[src/rtl/ssp_pkg.sv]
// shared types, constants and helpers for the shortest path unit
package ssp_pkg;

   localparam int MAX_VERTICES = 64;
   localparam int VIDX_W       = $clog2(MAX_VERTICES);
   localparam int VCNT_W       = VIDX_W + 1;
   localparam int MAX_EDGES    = 1024;
   localparam int EADDR_W      = $clog2(MAX_EDGES);
   localparam int ECNT_W       = EADDR_W + 1;
   localparam int WEIGHT_BITS  = 16;
   localparam int DIST_W       = 30;
   localparam int CSR_DATA_W   = 7;

   localparam logic [DIST_W-1:0] UNREACHED = DIST_W'(1000000000);

   localparam logic CSR_VERTEX_COUNT  = 1'b0;
   localparam logic CSR_SOURCE_VERTEX = 1'b1;

   localparam logic KIND_EDGE = 1'b0;
   localparam logic KIND_RUN  = 1'b1;

   typedef struct packed {
      logic [WEIGHT_BITS-1:0] weight;
      logic [VIDX_W-1:0]      end_b;
      logic [VIDX_W-1:0]      end_a;
   } edge_type;

   typedef struct packed {
      logic [EADDR_W-1:0] rd_addr;
      logic               clear;
   } edge_ctl_type;

   typedef struct packed {
      edge_type          rd_data;
      logic [ECNT_W-1:0] count;
      logic              dropped;
   } edge_sts_type;

   function automatic logic [VCNT_W-1:0] live_count(input logic [CSR_DATA_W-1:0] vc);
      logic [VCNT_W-1:0] c;
      c = VCNT_W'(vc);
      if (c == '0) c = VCNT_W'(1);
      if (c > VCNT_W'(MAX_VERTICES)) c = VCNT_W'(MAX_VERTICES);
      return c;
   endfunction

endpackage

[src/rtl/ssp_engine.sv]
// distance memory and search sequencer
module ssp_engine (
   input  logic                          clock,
   input  logic                          reset,
   input  logic                          start,
   input  logic [ssp_pkg::VCNT_W-1:0]    nv,
   input  logic [ssp_pkg::VIDX_W-1:0]    source,
   input  ssp_pkg::edge_sts_type         edge_sts,
   output ssp_pkg::edge_ctl_type         edge_ctl,
   output logic                          idle,
   output logic                          out_valid,
   input  logic                          out_ready,
   output logic [ssp_pkg::VIDX_W-1:0]    out_vertex,
   output logic [ssp_pkg::DIST_W-1:0]    out_distance,
   output logic                          out_last,
   output logic                          out_dropped
);

   localparam logic [3:0] ST_IDLE     = 4'd0;
   localparam logic [3:0] ST_INIT     = 4'd1;
   localparam logic [3:0] ST_SCAN_RD  = 4'd2;
   localparam logic [3:0] ST_SCAN_CMP = 4'd3;
   localparam logic [3:0] ST_SETTLE   = 4'd4;
   localparam logic [3:0] ST_EDGE_RD  = 4'd5;
   localparam logic [3:0] ST_EDGE_CHK = 4'd6;
   localparam logic [3:0] ST_DIST_CHK = 4'd7;
   localparam logic [3:0] ST_OUT_RD   = 4'd8;
   localparam logic [3:0] ST_OUT_LD   = 4'd9;
   localparam logic [3:0] ST_OUT_WAIT = 4'd10;

   localparam int VW = ssp_pkg::VIDX_W;
   localparam int CW = ssp_pkg::VCNT_W;
   localparam int DW = ssp_pkg::DIST_W;
   localparam int EW = ssp_pkg::ECNT_W;

   logic [DW-1:0] mem [ssp_pkg::MAX_VERTICES];
   logic [DW-1:0] rd_ff;

   logic [3:0]    state_ff, state_in;
   logic [CW-1:0] idx_ff, idx_in;
   logic [EW-1:0] eidx_ff, eidx_in;
   logic [ssp_pkg::MAX_VERTICES-1:0] settled_ff, settled_in;
   logic          found_ff, found_in;
   logic [VW-1:0] best_ff, best_in;
   logic [DW-1:0] best_d_ff, best_d_in;
   logic [VW-1:0] to_ff, to_in;
   logic [DW-1:0] cand_ff, cand_in;
   logic          valid_ff, valid_in;
   logic [VW-1:0] vert_ff, vert_in;
   logic [DW-1:0] dist_ff, dist_in;
   logic          last_ff, last_in;
   logic          drop_ff, drop_in;

   logic          wr_en;
   logic [VW-1:0] wr_addr, rd_addr;
   logic [DW-1:0] wr_data;
   logic          take;
   logic [DW:0]   sum;
   ssp_pkg::edge_type ed;

   assign ed  = edge_sts.rd_data;
   assign sum = {1'b0, best_d_ff} + (DW+1)'(ed.weight);

   always_comb begin
      state_in   = state_ff;
      idx_in     = idx_ff;
      eidx_in    = eidx_ff;
      settled_in = settled_ff;
      found_in   = found_ff;
      best_in    = best_ff;
      best_d_in  = best_d_ff;
      to_in      = to_ff;
      cand_in    = cand_ff;
      valid_in   = valid_ff;
      vert_in    = vert_ff;
      dist_in    = dist_ff;
      last_in    = last_ff;
      drop_in    = drop_ff;
      wr_en      = 1'b0;
      wr_addr    = idx_ff[VW-1:0];
      wr_data    = ssp_pkg::UNREACHED;
      rd_addr    = idx_ff[VW-1:0];
      edge_ctl.rd_addr = eidx_ff[ssp_pkg::EADDR_W-1:0];
      edge_ctl.clear   = 1'b0;
      take       = 1'b0;
      unique case (state_ff)
         ST_IDLE: begin
            if (start) begin
               idx_in     = '0;
               settled_in = '0;
               state_in   = ST_INIT;
            end
         end
         ST_INIT: begin
            wr_en = 1'b1;
            if (idx_ff[VW-1:0] == source && CW'(source) < nv) wr_data = '0;
            idx_in = idx_ff + CW'(1);
            if (idx_ff == CW'(ssp_pkg::MAX_VERTICES - 1)) begin
               idx_in   = '0;
               found_in = 1'b0;
               state_in = ST_SCAN_RD;
            end
         end
         ST_SCAN_RD: state_in = ST_SCAN_CMP;
         ST_SCAN_CMP: begin
            take = !settled_ff[idx_ff[VW-1:0]] && rd_ff < ssp_pkg::UNREACHED
               && (!found_ff || rd_ff < best_d_ff);
            if (take) begin
               found_in  = 1'b1;
               best_in   = idx_ff[VW-1:0];
               best_d_in = rd_ff;
            end
            idx_in   = idx_ff + CW'(1);
            state_in = ST_SCAN_RD;
            if (idx_ff == nv - CW'(1)) begin
               idx_in   = '0;
               state_in = (found_ff || take) ? ST_SETTLE : ST_OUT_RD;
            end
         end
         ST_SETTLE: begin
            settled_in[best_ff] = 1'b1;
            eidx_in  = '0;
            found_in = 1'b0;
            state_in = (edge_sts.count == '0) ? ST_SCAN_RD : ST_EDGE_RD;
         end
         ST_EDGE_RD: state_in = ST_EDGE_CHK;
         ST_EDGE_CHK: begin
            cand_in = (sum > (DW+1)'(ssp_pkg::UNREACHED)) ? ssp_pkg::UNREACHED : sum[DW-1:0];
            to_in   = (ed.end_a == best_ff) ? ed.end_b : ed.end_a;
            rd_addr = to_in;
            if (ed.end_a == best_ff || ed.end_b == best_ff) begin
               state_in = ST_DIST_CHK;
            end else begin
               eidx_in  = eidx_ff + EW'(1);
               state_in = (eidx_in == edge_sts.count) ? ST_SCAN_RD : ST_EDGE_RD;
            end
         end
         ST_DIST_CHK: begin
            wr_addr = to_ff;
            wr_data = cand_ff;
            wr_en   = rd_ff > cand_ff;
            eidx_in  = eidx_ff + EW'(1);
            state_in = (eidx_in == edge_sts.count) ? ST_SCAN_RD : ST_EDGE_RD;
         end
         ST_OUT_RD: state_in = ST_OUT_LD;
         ST_OUT_LD: begin
            valid_in = 1'b1;
            vert_in  = idx_ff[VW-1:0];
            dist_in  = rd_ff;
            last_in  = idx_ff == nv - CW'(1);
            drop_in  = edge_sts.dropped;
            state_in = ST_OUT_WAIT;
         end
         ST_OUT_WAIT: begin
            if (out_ready) begin
               valid_in = 1'b0;
               idx_in   = idx_ff + CW'(1);
               if (last_ff) begin
                  edge_ctl.clear = 1'b1;
                  state_in       = ST_IDLE;
               end else begin
                  state_in = ST_OUT_RD;
               end
            end
         end
         default: state_in = ST_IDLE;
      endcase
   end

   always_ff @(posedge clock) begin
      if (reset) begin
         state_ff   <= ST_IDLE;
         valid_ff   <= 1'b0;
         settled_ff <= '0;
         found_ff   <= 1'b0;
         idx_ff     <= '0;
         eidx_ff    <= '0;
      end else begin
         state_ff   <= state_in;
         valid_ff   <= valid_in;
         settled_ff <= settled_in;
         found_ff   <= found_in;
         idx_ff     <= idx_in;
         eidx_ff    <= eidx_in;
      end
   end

   always_ff @(posedge clock) begin
      best_ff   <= best_in;
      best_d_ff <= best_d_in;
      to_ff     <= to_in;
      cand_ff   <= cand_in;
      vert_ff   <= vert_in;
      dist_ff   <= dist_in;
      last_ff   <= last_in;
      drop_ff   <= drop_in;
   end

   always_ff @(posedge clock) begin
      if (wr_en) mem[wr_addr] <= wr_data;
      rd_ff <= mem[rd_addr];
   end

   assign idle         = state_ff == ST_IDLE;
   assign out_valid    = valid_ff;
   assign out_vertex   = vert_ff;
   assign out_distance = dist_ff;
   assign out_last     = last_ff;
   assign out_dropped  = drop_ff;

endmodule

[config.mk]
export PLATFORM = sky130hd
export DESIGN_NAME = ssp_engine
export DESIGN_NICKNAME = d
export VERILOG_FILES = /design/src/rtl/ssp_pkg.sv /design/src/rtl/ssp_engine.sv
export SDC_FILE = /design/constraint.sdc
export NUM_CORES = 2
export LEC_CHECK = 0
export BUFFER_PORTS_ARGS = -buffer_cell sky130_fd_sc_hd__buf_2
export CAP_MARGIN = 20
export CORE_MARGIN = 2
export CORE_UTILIZATION = 55
export DETAILED_ROUTE_END_ITERATION = 10
export HOLD_SLACK_MARGIN = 0.08
export PLACE_DENSITY = 0.68
export SLEW_MARGIN = 20
export SYNTH_ARGS = -nofsm -noshare
export SYNTH_HDL_FRONTEND = slang
export SYNTH_SLANG_ARGS = --single-unit
[constraint.sdc]
create_clock -name clock -period 6.4 [get_ports clock]
set_input_delay 0.32 -clock clock [delete_from_list [all_inputs] [get_ports clock]]
set_output_delay 0.32 -clock clock [all_outputs]
set_load 0.005 [all_outputs]
[Word level (Yosys, flattened, before mapping)]
Memory sizes are Yosys's and may differ from the RTL's. A register that Yosys moved wholly into a read port is not among the register bits.
Index checks and enable logic that the tools add are counted.
Storage, ports and cells
  register bits after elaboration: 198
  bits in writable memories: 1920
  bits of input ports: 57
  output and inout port bits: 51
  word-level logic and storage cells: 111
  memories: 1
Cells by class
  add/subtract/negate cells: 4
  $lt $le $gt $ge: 8
  eq/ne operators: 21
  multiplexer cells: 39
  bitwise logic cells: 1
  reduce and logical (&&, ||, !) cells: 23
Memories
  mem: depth 64, width 30, rd ports 1, clocked after Yosys merged registers in 1, wr ports 1, line ssp_engine.sv:36  | logic [DW-1:0] mem [ssp_pkg::MAX_VERTICES];
Operators by type and width (count)
  $pmux 64 s2: 1
  $mux 64: 1
  $or 64x64->64: 1
  $pmux 30 s2: 1
  $pmux 4 s11: 1
  $pmux 11 s3: 1
  $add 30x16->31: 1
  $gt 31x30->1 const B: 1
  $gt 30x30->1: 1
  $lt 30x30->1: 1
  $lt 30x30->1 const B: 1
  $mux 30: 1
  $mux 7: 4
  $pmux 7 s4: 1
  $mux 4: 6
  $eq 6x6->1: 3
  $mux 6: 3
  $eq 4x3->1 const B: 4
  $lt 6x7->1 const B: 2
  $eq 4x4->1 const B: 3
  $add 11x1->11 const B: 1
  $eq 11x11->1: 1
  $logic_not 11->1: 1
  $mux 11: 1
  24 further kinds: 54

[Logic depth before layout (Yosys ltp)]
  word-level depth: 9
  mapped depth: 16
  gate-level depth less buffers: 11

[Worst setup path after synthesis]
Ideal clock, no wire load.
  path type: reg2reg
  start point: register state_ff[1]
  end point: memory mem[0][11] in the netlist's numbering (data pin)
  setup time: 0.702 ns
  data arrival time: 3.725 ns
  required time: 5.698 ns
  slack: 1.973 ns
  cell stages (with the launch flop): 6
  buffers on the path: 3
  period minus slack after synthesis: 4.427 ns
  cell sequence: dfxtp_1 > buf_4 > clkbuf_1 > nand3_1 > clkbuf_1 > o21ai_0
On the way
  cells in the longest elaborated chain, start to end: 2
  elaborated cells on any way between the ends: 3
  classes of those cells: eq/ne: 2; mux: 1
RTL lines
  from (decl): line ssp_engine.sv:39  | logic [3:0] state_ff, state_in;
  from (signal assigned): line ssp_engine.sv:179  | state_ff <= state_in;
  $eq 4x3->1 / $eq 4x1->1 (equally long branches): line ssp_engine.sv:86  | unique case (state_ff)
  $pmux 30 s2 *: line ssp_engine.sv:86
  via wr_data[11]: line ssp_engine.sv:56  | logic [DW-1:0] wr_data;
  to (decl): line ssp_engine.sv:36
Mark *: on every way through the listed nets, which the timed path passes. The rest lies on a longest branch.

[Worst setup path in the final report]
  start point: register state_ff[1]
  end point: register rd_ff[11] (read register of mem)
On the way
  cells in the longest elaborated chain, start to end: 2
RTL lines
  $eq 4x3->1: line ssp_engine.sv:86
  $mux 6: line ssp_engine.sv:86
  to (decl): line ssp_engine.sv:37  | logic [DW-1:0] rd_ff;
No other way between the ends.
A chain may end at the register's enable or synchronous reset.

==> reports/metrics.cfg <==
[global_route]
grt_max_degree=92
grt_pass1_wl_um=341000
grt_use_total_pct=29.6
grt_pass1_vias=49896
grt_overflow=0
antenna_found_initial=18

[yosys]
synth_edf_count=2030
seq_area_frac_synth_pct=73.4
yosysTopAreaCell=edfxtp_1
syn_area_per_cell_um2=15.2
synth_area_leaders=edfxtp_1, mux4_2, nand2_1
synthTopCellsByCount=edfxtp_1, nand2_1, nand3_1
synth_top_area_share_pct=70.7
synth_seq_cells=2148
ys_async_sr_fraction_pct=0
yosysMostFrequentCell=edfxtp_1
synth.net_count=5806
yosys_warnings=0
syn_inst=5665
synth_ff_type=edfxtp_1
yosys.cell_types.count=80
synth_area_um2=86200

[sta]
finalHoldViolCount=0
fin_skew_ns=0.0503
slew_headroom_pct=20.3
fmax_mhz=185
hold_ws_ns=0.143
fin_crit_ns=5.41
setup_viol=0
fin_crit_sh_pct=84.6
rsz0062_at_grt=false
slew_viol_final=0
tns_ns=0
worstMarginPinSlew_ns=1.19

[floorplanning]
dieArea_um2=160000
core_area_um2=156000
num_rows=145
io_pins=108
start_util_pct=55.3
die_width_um=400
die_y_um=400

[routing]
wl_met3_um=26900
ant_nets=0
wirelength_um=235000
drt_first_pass_iters=6
drt_iter0_drc=7654
wl_met1_um=91000
drc=0
met2_length_um=109000
wl_per_cell_um=29.0
dr.max_layer_used=met5
dr_total_vias=51931
viasPerCell=6.41

[worst_hold_path]
min_path_type=in -> reg
whs_path_depth=5
hold-path-endpoint=cand_ff[7]
hp-start=edge_sts[31]

[finish]
nets=6001
drive_above_1_share_pct=16.8
areaGrowthSynthToFinish_pct=13.5
fin_cells=8100

[clock_network]
htree_levels=4
clk_pin_slew_worst_paths_ns=0.07
post_cts_buffers=0
cts_sinks=2148
cts_inserted_buffers=207
tritoncts=yes
cts_root_buffer=clkbuf_16
clk_latency_ns=0.85
clockBufferDepth=3

[setup_path]
path_delay_family=simple AND/OR/NAND/NOR gates
r2r-start=state_ff[1]
cp.arrival_ns=6.21
rrSetupSlack_ns=0.99
critical_path.max_fanout=89
r2r_cells=12
endpoint_kind=register
start_kind=register
slowest_delay_ns=0.88
path_common_cell=nand4_1
critPathBufInv=3
path_class=reg -> reg
path_cells=nand3_1, inv_2, nand4_1, mux2_2, nand2_4, buf_12, buf_4, nand2_1, a31oi_1, nand4_1, a21oi_1, or4_1
crit_required_ns=7.19
r2r-end=rd_ff[11]
cpMaxStageDelayCell=a21oi_1

[placement]
port_buffers=107
hpwl_um=138000
gp_congestion=0.866
dp_cells=7688

[flow_run]
cap_violations=0

[power_and_ir_drop]
leakage_nw=35.2
vdd_drop_max_v=0.000327
cellPowerDensity_nw_per_um2=291

[outcome]
outcome=completed

layout by cell type, fill, tap and decap left out, drive strengths merged, types with 8 or more instances in the layout:
master,netlist,final
edfxtp,2030,2030
nand2,1053,1053
nand3,373,373
a21oi,313,313
buf,149,306
clkbuf,189,283
mux4,261,261
nor2,168,168
a31oi,142,142
nand4,138,138
dfxtp,118,118
a22oi,117,117
inv,85,90
ha,83,83
clkinv,0,66
o21ai,57,57
a21o,41,41
xnor2,36,36
or4,33,33
nor3,33,33
xor2,25,25
mux2i,20,20
bufinv,0,19
dlygate4sd3,0,18
nand2b,16,16
o211ai,15,15
and3,15,15
a211oi,14,14
diode,0,12
nor2b,12,12
nor4,12,12
nor3b,11,11
and2,9,9
mux2,9,9
a221oi,8,8
through the flow:
stage,utilization [%],cell area (µm²),setup WS (ns),total power [mW]
after floorplan,-,86200,1.97,16.1
final,62.8,97900,0.985,28.5
after CTS,62.7,97800,1.13,28.6
after global routing,62.7,97900,0.892,29.2
after global placement,58.2,90700,1.24,16.5
after detailed placement,58.2,90800,1.19,16.5
cell families after synthesis:
logic type | synth area share, %
XOR/XNOR | 0.637
multiplexers | 7.18
flip-flops | 73.4
buffers and inverters | 2.26
adder cells (fa/ha/maj) | 1.23
AND/OR/NAND/NOR | 9.80
AO/OA/AOI/OAI | 5.47
how the worst max path moves through the flow:
stage | slack, ns | cells past startpoint | from | end
6_report | 0.99 | 12 | state_ff[1] | rd_ff[11]
5_1_grt | 0.89 | 12 | state_ff[1] | rd_ff[11]
4_1_cts | 1.13 | 12 | state_ff[1] | rd_ff[11]
3_5_place_dp | 1.19 | 12 | state_ff[1] | rd_ff[11]
3_3_place_gp | 1.24 | 12 | state_ff[1] | rd_ff[11]
2_1_floorplan | 1.97 | 5 | state_ff[1] | mem[0][11]
power by group:
part	switching, mW	internal [mW]
Clock	5.27	6.99
Sequential	0.103	15.2
Combinational	0.589	0.309
Total	5.96	22.5
final cells by class:
class	instances	area (µm²)
antenna	12	30.0
clock buffer	283	5680
clock inverter	96	1140
fill	11102	58100
inverter	85	319
multi-input combinational	3094	22200
sequential	2148	63300
tap	2058	2570
timing repair buffer	324	2690
metal layers:
layer	up-vias	GRT usage, %
li1	22167	-
met1	26346	42.2
met2	3000	46.2
met3	410	5.79
met4	8	9.83
met5	-	0
timing repair:
| action | CTS | global route |
|---|---|---|
| resized for setup | 0 | 0 |
| hold endpoints to repair | 33 | 0 |
| hold buffers | 18 | 0 |
registers in the layout (all words and copies together) (netlist names), 7 cells and up:
register	cells
idx_ff	7
mem	1920
rd_ff	30
settled_ff	64
out_distance	30
cand_ff	30
eidx_ff	11
best_d_ff	30
worst reg2reg max path, cell delays in order, from the launching register on:
cell and delay (ns):
dfxtp_1 0.72, nand3_1 0.27, inv_2 0.63, nand4_1 0.19, mux2_2 0.35, nand2_4 0.52
buf_12 0.41, buf_4 0.61, nand2_1 0.13, a31oi_1 0.19, nand4_1 0.24, a21oi_1 0.88
or4_1 0.21
Note: power is estimated with default switching activity, not from simulation.
